==> config.mk <==
export PLATFORM = sky130hd
export DESIGN_NAME = frame_indexed_command_jitter_buffer_flat
export DESIGN_NICKNAME = d
export VERILOG_FILES = /design/src/rtl/core/fijb_pkg.sv /design/src/rtl/core/fijb_if.sv /design/src/rtl/core/fijb_ram.sv /design/src/rtl/core/fijb_ctrl.sv /design/src/rtl/core/frame_indexed_command_jitter_buffer.sv /design/src/flat_wrapper.sv
export SDC_FILE = /design/constraint.sdc
export NUM_CORES = 2
export LEC_CHECK = 0
export BUFFER_PORTS_ARGS = -buffer_cell sky130_fd_sc_hd__buf_4
export CAP_MARGIN = 20
export CELL_PAD_IN_SITES_DETAIL_PLACEMENT = 1
export CELL_PAD_IN_SITES_GLOBAL_PLACEMENT = 1
export CORE_ASPECT_RATIO = 0.7
export CORE_UTILIZATION = 42
export DETAILED_ROUTE_END_ITERATION = 10
export PLACE_DENSITY = 0.59
export SLEW_MARGIN = 20
export SYNTH_ARGS = -nofsm -noshare
export SYNTH_HDL_FRONTEND = slang
export SYNTH_SLANG_ARGS = --single-unit
==> constraint.sdc <==
create_clock -name clk_i -period 11.7 [get_ports clk_i]
set_clock_uncertainty 0.1 [all_clocks]
set_input_delay 2.34 -clock clk_i [delete_from_list [all_inputs] [get_ports clk_i]]
set_output_delay 2.34 -clock clk_i [all_outputs]
set_load 0.01 [all_outputs]
==> src/rtl/core/fijb_pkg.sv <==
// ----------------------------------------------------------------------------
// fijb_pkg
// Shared widths, operation codes, controller states and the result word type
// of the frame indexed command jitter buffer.
// ----------------------------------------------------------------------------
package fijb_pkg;

  localparam int MODE_W  = 2;
  localparam int FRAME_W = 16;
  localparam int CMD_W   = 32;

  typedef enum logic [MODE_W-1:0] {
    MODE_PUT  = 2'd0,
    MODE_TAKE = 2'd1,
    MODE_FIND = 2'd2,
    MODE_NONE = 2'd3
  } mode_e;

  typedef enum logic {
    ST_IDLE = 1'b0,
    ST_READ = 1'b1
  } state_e;

  typedef struct packed {
    logic [CMD_W-1:0] command_out;
    logic             predicted;
  } res_t;

endpackage

==> src/rtl/core/fijb_if.sv <==
// ----------------------------------------------------------------------------
// fijb interfaces
// Valid/ready channels for the operation words going in and the result
// words coming out.
// ----------------------------------------------------------------------------
interface fijb_in_if;
  import fijb_pkg::*;

  logic               valid;
  logic               ready;
  logic [MODE_W-1:0]  mode;
  logic [FRAME_W-1:0] frame;
  logic [CMD_W-1:0]   command_word;

  modport source (output valid, output mode, output frame, output command_word, input ready);
  modport sink   (input valid, input mode, input frame, input command_word, output ready);
endinterface

interface fijb_out_if;
  import fijb_pkg::*;

  logic             valid;
  logic             ready;
  logic [CMD_W-1:0] command_out;
  logic             predicted;

  modport source (output valid, output command_out, output predicted, input ready);
  modport sink   (input valid, input command_out, input predicted, output ready);
endinterface

==> src/rtl/core/fijb_ram.sv <==
// ----------------------------------------------------------------------------
// fijb_ram
// Generic single write port, single read port RAM with registered read data.
// ----------------------------------------------------------------------------
module fijb_ram #(
  parameter int WIDTH = 32,
  parameter int DEPTH = 64
) (
  input  logic                     clk_i,
  input  logic                     we_i,
  input  logic [$clog2(DEPTH)-1:0] waddr_i,
  input  logic [WIDTH-1:0]         wdata_i,
  input  logic                     re_i,
  input  logic [$clog2(DEPTH)-1:0] raddr_i,
  output logic [WIDTH-1:0]         rdata_o
);

  logic [WIDTH-1:0] mem_q [DEPTH];

  always_ff @(posedge clk_i) begin
    if (we_i) begin
      mem_q[waddr_i] <= wdata_i;
    end
  end

  // read data holds while no read is issued
  always_ff @(posedge clk_i) begin
    if (re_i) begin
      rdata_o <= mem_q[raddr_i];
    end
  end

endmodule

==> src/rtl/core/fijb_ctrl.sv <==
// ----------------------------------------------------------------------------
// fijb_ctrl
// Queue pointers, frame bookkeeping and the read sequencer that drives the
// command store and hands finished results to the output stage.
// ----------------------------------------------------------------------------
module fijb_ctrl #(
  parameter int DEPTH     = 64,
  parameter int CMD_WIDTH = 32
) (
  input  logic                               clk_i,
  input  logic                               rst_ni,
  input  logic                               cfg_we_i,
  input  logic [fijb_pkg::CMD_W-1:0]         cfg_wdata_i,
  fijb_in_if.sink                            in_i,
  input  logic                               res_ready_i,
  output logic                               res_valid_o,
  output fijb_pkg::res_t                     res_o,
  output logic                               mem_we_o,
  output logic [$clog2(DEPTH)-1:0]           mem_waddr_o,
  output logic [((CMD_WIDTH < fijb_pkg::CMD_W) ? CMD_WIDTH : fijb_pkg::CMD_W)-1:0] mem_wdata_o,
  output logic                               mem_re_o,
  output logic [$clog2(DEPTH)-1:0]           mem_raddr_o,
  input  logic [((CMD_WIDTH < fijb_pkg::CMD_W) ? CMD_WIDTH : fijb_pkg::CMD_W)-1:0] mem_rdata_i
);
  import fijb_pkg::*;

  localparam int AW = $clog2(DEPTH);
  localparam int CW = $clog2(DEPTH + 1);
  localparam int SW = (CMD_WIDTH < CMD_W) ? CMD_WIDTH : CMD_W;

  // ring slot of an offset from the read index, offset at most DEPTH
  function automatic logic [AW-1:0] slot(input logic [AW-1:0] base, input logic [CW-1:0] off);
    logic [CW:0] sum;
    sum = (CW+1)'(base) + (CW+1)'(off);
    if (sum >= (CW+1)'(DEPTH)) begin
      sum = sum - (CW+1)'(DEPTH);
    end
    return sum[AW-1:0];
  endfunction

  state_e             state_q, state_d;
  logic [AW-1:0]      rd_idx_q, rd_idx_d;
  logic [CW-1:0]      count_q, count_d;
  logic [FRAME_W-1:0] first_q, first_d;
  logic [SW-1:0]      last_q, last_d;
  logic               taken_q, taken_d;
  logic               pend_mem_q, pend_mem_d;
  logic               pend_pred_q, pend_pred_d;
  logic               pend_take_q, pend_take_d;

  mode_e              mode_s;
  logic               acc;
  logic               res_load;
  logic [FRAME_W-1:0] offset;
  logic [FRAME_W-1:0] next_frame;
  logic [CW-1:0]      off_c;
  logic [CW-1:0]      removed;
  logic               behind;
  logic               hit;
  logic               count_nz;
  logic               full;
  logic               put_ok;

  assign mode_s     = mode_e'(in_i.mode);
  assign in_i.ready = (state_q == ST_IDLE);
  assign acc        = in_i.valid && in_i.ready;
  assign res_load   = (state_q == ST_READ) && res_ready_i;

  // wrap-around distance from the first queued frame
  assign offset     = in_i.frame - first_q;
  assign behind     = offset[FRAME_W-1];
  assign hit        = !behind && (offset < FRAME_W'(count_q));
  assign off_c      = CW'(offset);
  assign count_nz   = (count_q != '0);
  assign full       = (count_q == CW'(DEPTH));
  assign next_frame = first_q + FRAME_W'(count_q);
  assign removed    = hit ? (off_c + CW'(1)) : count_q;
  assign put_ok     = !count_nz || (next_frame == in_i.frame);

  always_comb begin
    state_d = state_q;
    unique case (state_q)
      ST_IDLE: begin
        if (acc && ((mode_s == MODE_TAKE) || (mode_s == MODE_FIND))) begin
          state_d = ST_READ;
        end
      end
      ST_READ: begin
        if (res_load) begin
          state_d = ST_IDLE;
        end
      end
      default: state_d = ST_IDLE;
    endcase
  end

  always_comb begin
    mem_we_o    = 1'b0;
    mem_waddr_o = slot(rd_idx_q, count_q);
    mem_wdata_o = SW'(in_i.command_word);
    mem_re_o    = 1'b0;
    mem_raddr_o = slot(rd_idx_q, off_c);
    rd_idx_d    = rd_idx_q;
    count_d     = count_q;
    first_d     = first_q;
    last_d      = last_q;
    taken_d     = taken_q;
    pend_mem_d  = pend_mem_q;
    pend_pred_d = pend_pred_q;
    pend_take_d = pend_take_q;

    if (cfg_we_i && !taken_q) begin
      last_d = SW'(cfg_wdata_i);
    end

    if (acc) begin
      unique case (mode_s)
        MODE_PUT: begin
          if (put_ok) begin
            if (!count_nz) begin
              first_d = in_i.frame;
            end
            if (!full) begin
              mem_we_o = 1'b1;
              count_d  = count_q + CW'(1);
            end
          end
        end
        MODE_TAKE: begin
          pend_take_d = 1'b1;
          pend_pred_d = !hit;
          pend_mem_d  = 1'b0;
          if (!behind && (removed != '0)) begin
            mem_re_o    = 1'b1;
            mem_raddr_o = slot(rd_idx_q, removed - CW'(1));
            pend_mem_d  = 1'b1;
            rd_idx_d    = slot(rd_idx_q, removed);
            count_d     = count_q - removed;
            first_d     = first_q + FRAME_W'(removed);
          end
        end
        MODE_FIND: begin
          pend_take_d = 1'b0;
          pend_pred_d = !hit;
          pend_mem_d  = 1'b0;
          if (hit) begin
            mem_re_o   = 1'b1;
            pend_mem_d = 1'b1;
          end else if (!behind && count_nz) begin
            // no match: newest entry stands in
            mem_re_o    = 1'b1;
            mem_raddr_o = slot(rd_idx_q, count_q - CW'(1));
            pend_mem_d  = 1'b1;
          end
        end
        MODE_NONE: begin
        end
        default: begin
        end
      endcase
    end

    if (res_load && pend_take_q && pend_mem_q) begin
      last_d  = mem_rdata_i;
      taken_d = 1'b1;
    end
  end

  assign res_valid_o       = (state_q == ST_READ);
  assign res_o.command_out = CMD_W'(pend_mem_q ? mem_rdata_i : last_q);
  assign res_o.predicted   = pend_pred_q;

  always_ff @(posedge clk_i or negedge rst_ni) begin
    if (!rst_ni) begin
      state_q     <= ST_IDLE;
      rd_idx_q    <= '0;
      count_q     <= '0;
      first_q     <= '0;
      last_q      <= '0;
      taken_q     <= 1'b0;
      pend_mem_q  <= 1'b0;
      pend_pred_q <= 1'b0;
      pend_take_q <= 1'b0;
    end else begin
      state_q     <= state_d;
      rd_idx_q    <= rd_idx_d;
      count_q     <= count_d;
      first_q     <= first_d;
      last_q      <= last_d;
      taken_q     <= taken_d;
      pend_mem_q  <= pend_mem_d;
      pend_pred_q <= pend_pred_d;
      pend_take_q <= pend_take_d;
    end
  end

  a_count_bound: assert property (@(posedge clk_i) disable iff (!rst_ni)
    count_q <= CW'(DEPTH))
    else $error("entry count beyond store depth");

  a_rd_idx_bound: assert property (@(posedge clk_i) disable iff (!rst_ni)
    CW'(rd_idx_q) < CW'(DEPTH))
    else $error("read index outside the ring");

  a_lookup_reads: assert property (@(posedge clk_i) disable iff (!rst_ni)
    (acc && ((mode_s == MODE_TAKE) || (mode_s == MODE_FIND))) |=> (state_q == ST_READ))
    else $error("lookup word did not start a store read");

  a_put_grows: assert property (@(posedge clk_i) disable iff (!rst_ni)
    (acc && (mode_s == MODE_PUT) && put_ok && !full) |=> (count_q == $past(count_q) + CW'(1)))
    else $error("in-sequence put did not grow the queue");

  a_taken_sticky: assert property (@(posedge clk_i) disable iff (!rst_ni)
    taken_q |=> taken_q)
    else $error("taken flag cleared outside reset");

endmodule

==> src/rtl/core/frame_indexed_command_jitter_buffer.sv <==
// ----------------------------------------------------------------------------
// frame_indexed_command_jitter_buffer
// Put words append in-sequence commands to a ring store; take and find words
// look a frame up and return the stored or the predicted command.
// ----------------------------------------------------------------------------
// Put and unused-mode words leave the controller idle, so one word may follow per
// cycle. Take and find words hold the input through a store read, then the output
// register takes the result; the store's registered read sets this, and output
// stalls extend it. Reset clears pointers, count, first frame and the held command
// at once; the store itself is not cleared and only occupied slots are ever read.
module frame_indexed_command_jitter_buffer #(
  parameter int DEPTH     = 64,
  parameter int CMD_WIDTH = 32
) (
  input  logic                       clk_i,
  input  logic                       rst_ni,
  input  logic                       cfg_we_i,
  input  logic [fijb_pkg::CMD_W-1:0] cfg_wdata_i,
  fijb_in_if.sink                    in_i,
  fijb_out_if.source                 out_o
);
  import fijb_pkg::*;

  localparam int AW = $clog2(DEPTH);
  localparam int SW = (CMD_WIDTH < CMD_W) ? CMD_WIDTH : CMD_W;

  logic          mem_we;
  logic [AW-1:0] mem_waddr;
  logic [SW-1:0] mem_wdata;
  logic          mem_re;
  logic [AW-1:0] mem_raddr;
  logic [SW-1:0] mem_rdata;

  logic res_valid;
  logic res_ready;
  res_t res;

  logic out_valid_q, out_valid_d;
  res_t out_res_q;

  fijb_ctrl #(
    .DEPTH     (DEPTH),
    .CMD_WIDTH (CMD_WIDTH)
  ) u_ctrl (
    .clk_i       (clk_i),
    .rst_ni      (rst_ni),
    .cfg_we_i    (cfg_we_i),
    .cfg_wdata_i (cfg_wdata_i),
    .in_i        (in_i),
    .res_ready_i (res_ready),
    .res_valid_o (res_valid),
    .res_o       (res),
    .mem_we_o    (mem_we),
    .mem_waddr_o (mem_waddr),
    .mem_wdata_o (mem_wdata),
    .mem_re_o    (mem_re),
    .mem_raddr_o (mem_raddr),
    .mem_rdata_i (mem_rdata)
  );

  fijb_ram #(
    .WIDTH (SW),
    .DEPTH (DEPTH)
  ) u_store (
    .clk_i   (clk_i),
    .we_i    (mem_we),
    .waddr_i (mem_waddr),
    .wdata_i (mem_wdata),
    .re_i    (mem_re),
    .raddr_i (mem_raddr),
    .rdata_o (mem_rdata)
  );

  // output register takes a new word when empty or being drained
  assign res_ready = !out_valid_q || out_o.ready;

  always_comb begin
    out_valid_d = out_valid_q;
    if (res_valid && res_ready) begin
      out_valid_d = 1'b1;
    end else if (out_o.ready) begin
      out_valid_d = 1'b0;
    end
  end

  always_ff @(posedge clk_i or negedge rst_ni) begin
    if (!rst_ni) begin
      out_valid_q <= 1'b0;
    end else begin
      out_valid_q <= out_valid_d;
    end
  end

  always_ff @(posedge clk_i) begin
    if (res_valid && res_ready) begin
      out_res_q <= res;
    end
  end

  assign out_o.valid       = out_valid_q;
  assign out_o.command_out = out_res_q.command_out;
  assign out_o.predicted   = out_res_q.predicted;

endmodule

==> src/flat_wrapper.sv <==
// flat-port wrapper written by rule: the top's interface ports become plain ports
module frame_indexed_command_jitter_buffer_flat import fijb_pkg::*;
#(
  parameter int DEPTH     = 64,
  parameter int CMD_WIDTH = 32
)
  (clk_i, rst_ni, cfg_we_i, cfg_wdata_i, in_i_valid, in_i_mode, in_i_frame, in_i_command_word, in_i_ready, out_o_valid, out_o_command_out, out_o_predicted, out_o_ready);
  fijb_in_if in_i_i ();
  fijb_out_if out_o_i ();
  input  logic clk_i;
  input  logic rst_ni;
  input  logic cfg_we_i;
  input  logic [fijb_pkg::CMD_W-1:0] cfg_wdata_i;
  input wire logic [$bits(in_i_i.valid)-1:0] in_i_valid;
  input wire logic [$bits(in_i_i.mode)-1:0] in_i_mode;
  input wire logic [$bits(in_i_i.frame)-1:0] in_i_frame;
  input wire logic [$bits(in_i_i.command_word)-1:0] in_i_command_word;
  output wire logic [$bits(in_i_i.ready)-1:0] in_i_ready;
  output wire logic [$bits(out_o_i.valid)-1:0] out_o_valid;
  output wire logic [$bits(out_o_i.command_out)-1:0] out_o_command_out;
  output wire logic [$bits(out_o_i.predicted)-1:0] out_o_predicted;
  input wire logic [$bits(out_o_i.ready)-1:0] out_o_ready;
  assign in_i_i.valid = in_i_valid;
  assign in_i_i.mode = in_i_mode;
  assign in_i_i.frame = in_i_frame;
  assign in_i_i.command_word = in_i_command_word;
  assign in_i_ready = in_i_i.ready;
  assign out_o_valid = out_o_i.valid;
  assign out_o_command_out = out_o_i.command_out;
  assign out_o_predicted = out_o_i.predicted;
  assign out_o_i.ready = out_o_ready;
  frame_indexed_command_jitter_buffer #(.DEPTH(DEPTH), .CMD_WIDTH(CMD_WIDTH)) u_core (.clk_i(clk_i), .rst_ni(rst_ni), .cfg_we_i(cfg_we_i), .cfg_wdata_i(cfg_wdata_i), .in_i(in_i_i), .out_o(out_o_i));
endmodule
==> impl_metrics.env <==
export IMPL_finalNetCount=5270
export IMPL_clock_latency_late_sink_ns=0.85
export IMPL_post_route_cells_drive_above_1_share_pct=21.1
export IMPL_critical_path_top_cell_by_count="sky130_fd_sc_hd__ha_1"
export IMPL_floorplan_die_height_um=383
export IMPL_post_route_min_period_ns=10.57
export IMPL_max_stage_delay_on_crit_path_ns=0.62
export IMPL_final_min_period_over_clock_period_pct=90.3
export IMPL_cts_hold_fix_buffers=0
export IMPL_most_common_layout_cells="2113 x sky130_fd_sc_hd__edfxtp_1, 566 x sky130_fd_sc_hd__nand2_1, 371 x sky130_fd_sc_hd__mux4_2"
export IMPL_crit_fanout=22
export IMPL_design_core_area_mm2=0.206
export IMPL_drtAntennaViolNets=0
export IMPL_clock_root_buffer="sky130_fd_sc_hd__clkbuf_16"
export IMPL_number_of_global_route_vias_before_repair=48800
export IMPL_routabilityCongestion=0.872
export IMPL_rows=139
export IMPL_first_iter_violations=5744
export IMPL_ctsResizeCount=0
export IMPL_worst_hold_path_endpoint="u_core.u_ctrl.taken_q$_DFFE_PN0P_"
export IMPL_use_met3_pct=4.39
export IMPL_ys_seq_elements=2180
export IMPL_grt_use_met1_pct=40.0
export IMPL_crit_reg2reg_launch="u_core.u_ctrl.first_q[1]$_DFFE_PN0P_"
export IMPL_critPathRequiredTime_ns=12.19
export IMPL_syn_to_final_growth_pct=13.4
export IMPL_netlist_top_cell_by_area="sky130_fd_sc_hd__edfxtp_1"
export IMPL_tritoncts_num_sinks=2180
export IMPL_dpl_instance_area_mm2=0.0926
export IMPL_tritoncts_clock_tree="done"
export IMPL_run_status="finished, final reports clean"
export IMPL_num_fill_cells=19000
export IMPL_worstSetupStartpoint="in_i_frame[4]"
export IMPL_cts_buffer_depth=4
export IMPL_hold_ws_ns=0.380
export IMPL_layout_cells_most_common="sky130_fd_sc_hd__edfxtp_1"
export IMPL_synth_edff_count=2113
export IMPL_synth_fp_nets=4985
export IMPL_rsz0062_at_grt="false"
export IMPL_setup_viol=0
export IMPL_synth_cell_area_mm2=0.0873
export IMPL_routed_wirelength_um=273000
export IMPL_grtUsageMet2_pct=38.9
export IMPL_maxSlewHeadroom_pct=25.7
export IMPL_dr_total_vias=48700
export IMPL_dp_cells=7638
export IMPL_grt_start_max_net_pins=77
export IMPL_numPortBuffers=121
export IMPL_drc_markers=0
export IMPL_die_width_um=547
export IMPL_sequential_area_share_after_synthesis_pct=74.6
export IMPL_crit_path_top_delay_cell="sky130_fd_sc_hd__a211oi_1"
export IMPL_grt_antenna_before_repair=20
export IMPL_cts_made_buffers=211
export IMPL_hpwl_um=164000
export IMPL_grt_ovfl_total=0
export IMPL_starting_density_of_the_core_pct=42.4
export IMPL_startpoint_type="input port"
export IMPL_crit_type="in2reg"
export IMPL_rr_endpoint="u_core.u_store.rdata_o[8]$_DFFE_PP_"
export IMPL_yosysUniqueCellTypes=90
export IMPL_layoutNonFillerInstCount=8020
export IMPL_multi_input_comb_area_mm2=0.0212
export IMPL_h_tree_depth=4
export IMPL_maxSlewViolCount=0
export IMPL_floorplan_io_pins=122
export IMPL_cap_violations=0
export IMPL_top_post_synthesis_cells_by_area="sky130_fd_sc_hd__edfxtp_1 73%, sky130_fd_sc_hd__mux4_2 9.6%, sky130_fd_sc_hd__nand2_1 2.4%, sky130_fd_sc_hd__dfrtp_1 1.9%, sky130_fd_sc_hd__nand3_1 1.3%"
export IMPL_route_detailed_vias_per_inst=6.07
export IMPL_hold_sp="u_core.u_ctrl.taken_q$_DFFE_PN0P_"
export IMPL_postLayoutCellArea_mm2=0.0990
export IMPL_count_of_endpoints_failing_hold_in_the_final_timing_report=0
export IMPL_synth_top_flop_cell="sky130_fd_sc_hd__edfxtp_1"
export IMPL_max_freq_mhz=94.6
export IMPL_setup_tns_ns=0
export IMPL_detail_route_first_pass_iterations=5
export IMPL_gr_max_usage_layer="met1"
export IMPL_globalRouteTotalUtil_pct=25.9
export IMPL_r2r_worst_path_cells=31
export IMPL_clk_transition_reported_paths_ns=0.06
export IMPL_netlist_instances=4817
export IMPL_synth_async_reset_ratio_pct=3.07
export IMPL_max_slew_worst_pin_slew_ns=1.11
export IMPL_routedWlPerCell_um=34.1
export IMPL_global_route_wire_length_before_repair_um=382000
export IMPL_crit_arrival_ns=11.06
export IMPL_hold_depth=1
export IMPL_post_cts_buffers=0
export IMPL_area_sequential_mm2=0.0651
export IMPL_hold_class="reg2reg"
export IMPL_setup_reg_to_reg_worst_slack_ns=2.15
export IMPL_design_die_area_mm2=0.210
export IMPL_worstSetupEndpointType="flip-flop"
export IMPL_synth_area_per_cell_um2=18.1
export IMPL_yosys_warnings=0
export IMPL_synth_top_area_share_pct=72.7
==> synth_stat cells, drive strengths merged, types with 39 or more instances <==
library cell and number:
a21oi 131, dfrtp 67, mux2 39, ha 72, xnor2 49, clkbuf 84, buf 155, mux4 378
nand3 233, nor2 161, inv 52, nand4 75, nand2 568, mux2i 103, edfxtp 2113, a22oi 134
==> cell type report <==
type	instances	area share [%]
Antenna cell	6	0.0152
Tap cell	2749	3.47
Timing Repair Buffer	311	2.64
Clock inverter	102	0.781
Inverter	52	0.197
Multi-Input combinational cell	2346	21.5
Clock buffer	274	5.65
Sequential cell	2180	65.8
==> how the worst max path moves through the flow <==
stage	to	slack [ns]
4_1_cts	u_core.u_store.rdata_o[8]$_DFFE_PP_	1.32
3_5_place_dp	u_core.u_store.rdata_o[8]$_DFFE_PP_	0.44
2_1_floorplan	u_core.u_store.rdata_o[25]$_DFFE_PP_	2.11
5_1_grt	u_core.u_store.rdata_o[7]$_DFFE_PP_	0.81
3_3_place_gp	u_core.u_store.rdata_o[8]$_DFFE_PP_	0.57
6_report	u_core.u_store.rdata_o[8]$_DFFE_PP_	1.13
==> through the flow <==
step | util, % | worst slack (ns)
final | 48.1 | 1.13
after global routing | 48.1 | 0.810
after detailed placement | 45.0 | 0.440
after floorplan | - | 2.11
after global placement | 45.0 | 0.567
after CTS | 48.1 | 1.32
==> critical path, delay by kind of cell <==
family                     cells  cell delay, ns
and+or+nand+nor                9            2.76
xor gates and xnor gates       2            0.34
AOI/OAI and AO/OA             12            3.48
buffers and inverters          4            0.81
adders and majority gates      4            1.28
==> state kept, by name (all words and copies together), names as in the netlist <==
signal and cells:
u_core.u_ctrl.taken_q 1, u_core.out_o.predicted 1, u_core.u_ctrl.pend_take_q 1, u_core.u_ctrl.pend_pred_q 1
u_core.u_ctrl.count_q 7, u_core.u_store.mem_q 2048, u_core.u_ctrl.pend_mem_q 1, u_core.u_ctrl.rd_idx_q 6
u_core.u_ctrl.last_q 32, u_core.out_o.valid 1, u_core.u_ctrl.first_q 16, u_core.u_store.rdata_o 32
u_core.u_ctrl.res_valid_o 1, u_core.out_o.command_out 32
==> cell families (layout without fill, tap and decap cells) <==
kind of cell    after synthesis  in the layout  share of synthesized area [%]
other cells                   0              6                              0
simple gates               1169           1169                           6.09
flops                      2180           2180                           74.6
buf+inv                     291            739                           1.73
xor+xnor                     85             85                          0.853
fa+ha+maj                    83             83                           1.26
compound gates              489            489                           3.96
mux                         520            520                           11.5
==> layer usage <==
layer | routed length [um] | vias up
li1 | - | 19900
met3 | 22200 | 296
met2 | 121000 | 2002
met1 | 125000 | 26500
met5 | 57 | -
met4 | 4770 | 10
Power is left out: the tool's default activity adds up to more than one toggle a clock period on the data nets, which glitch-free logic cannot reach.
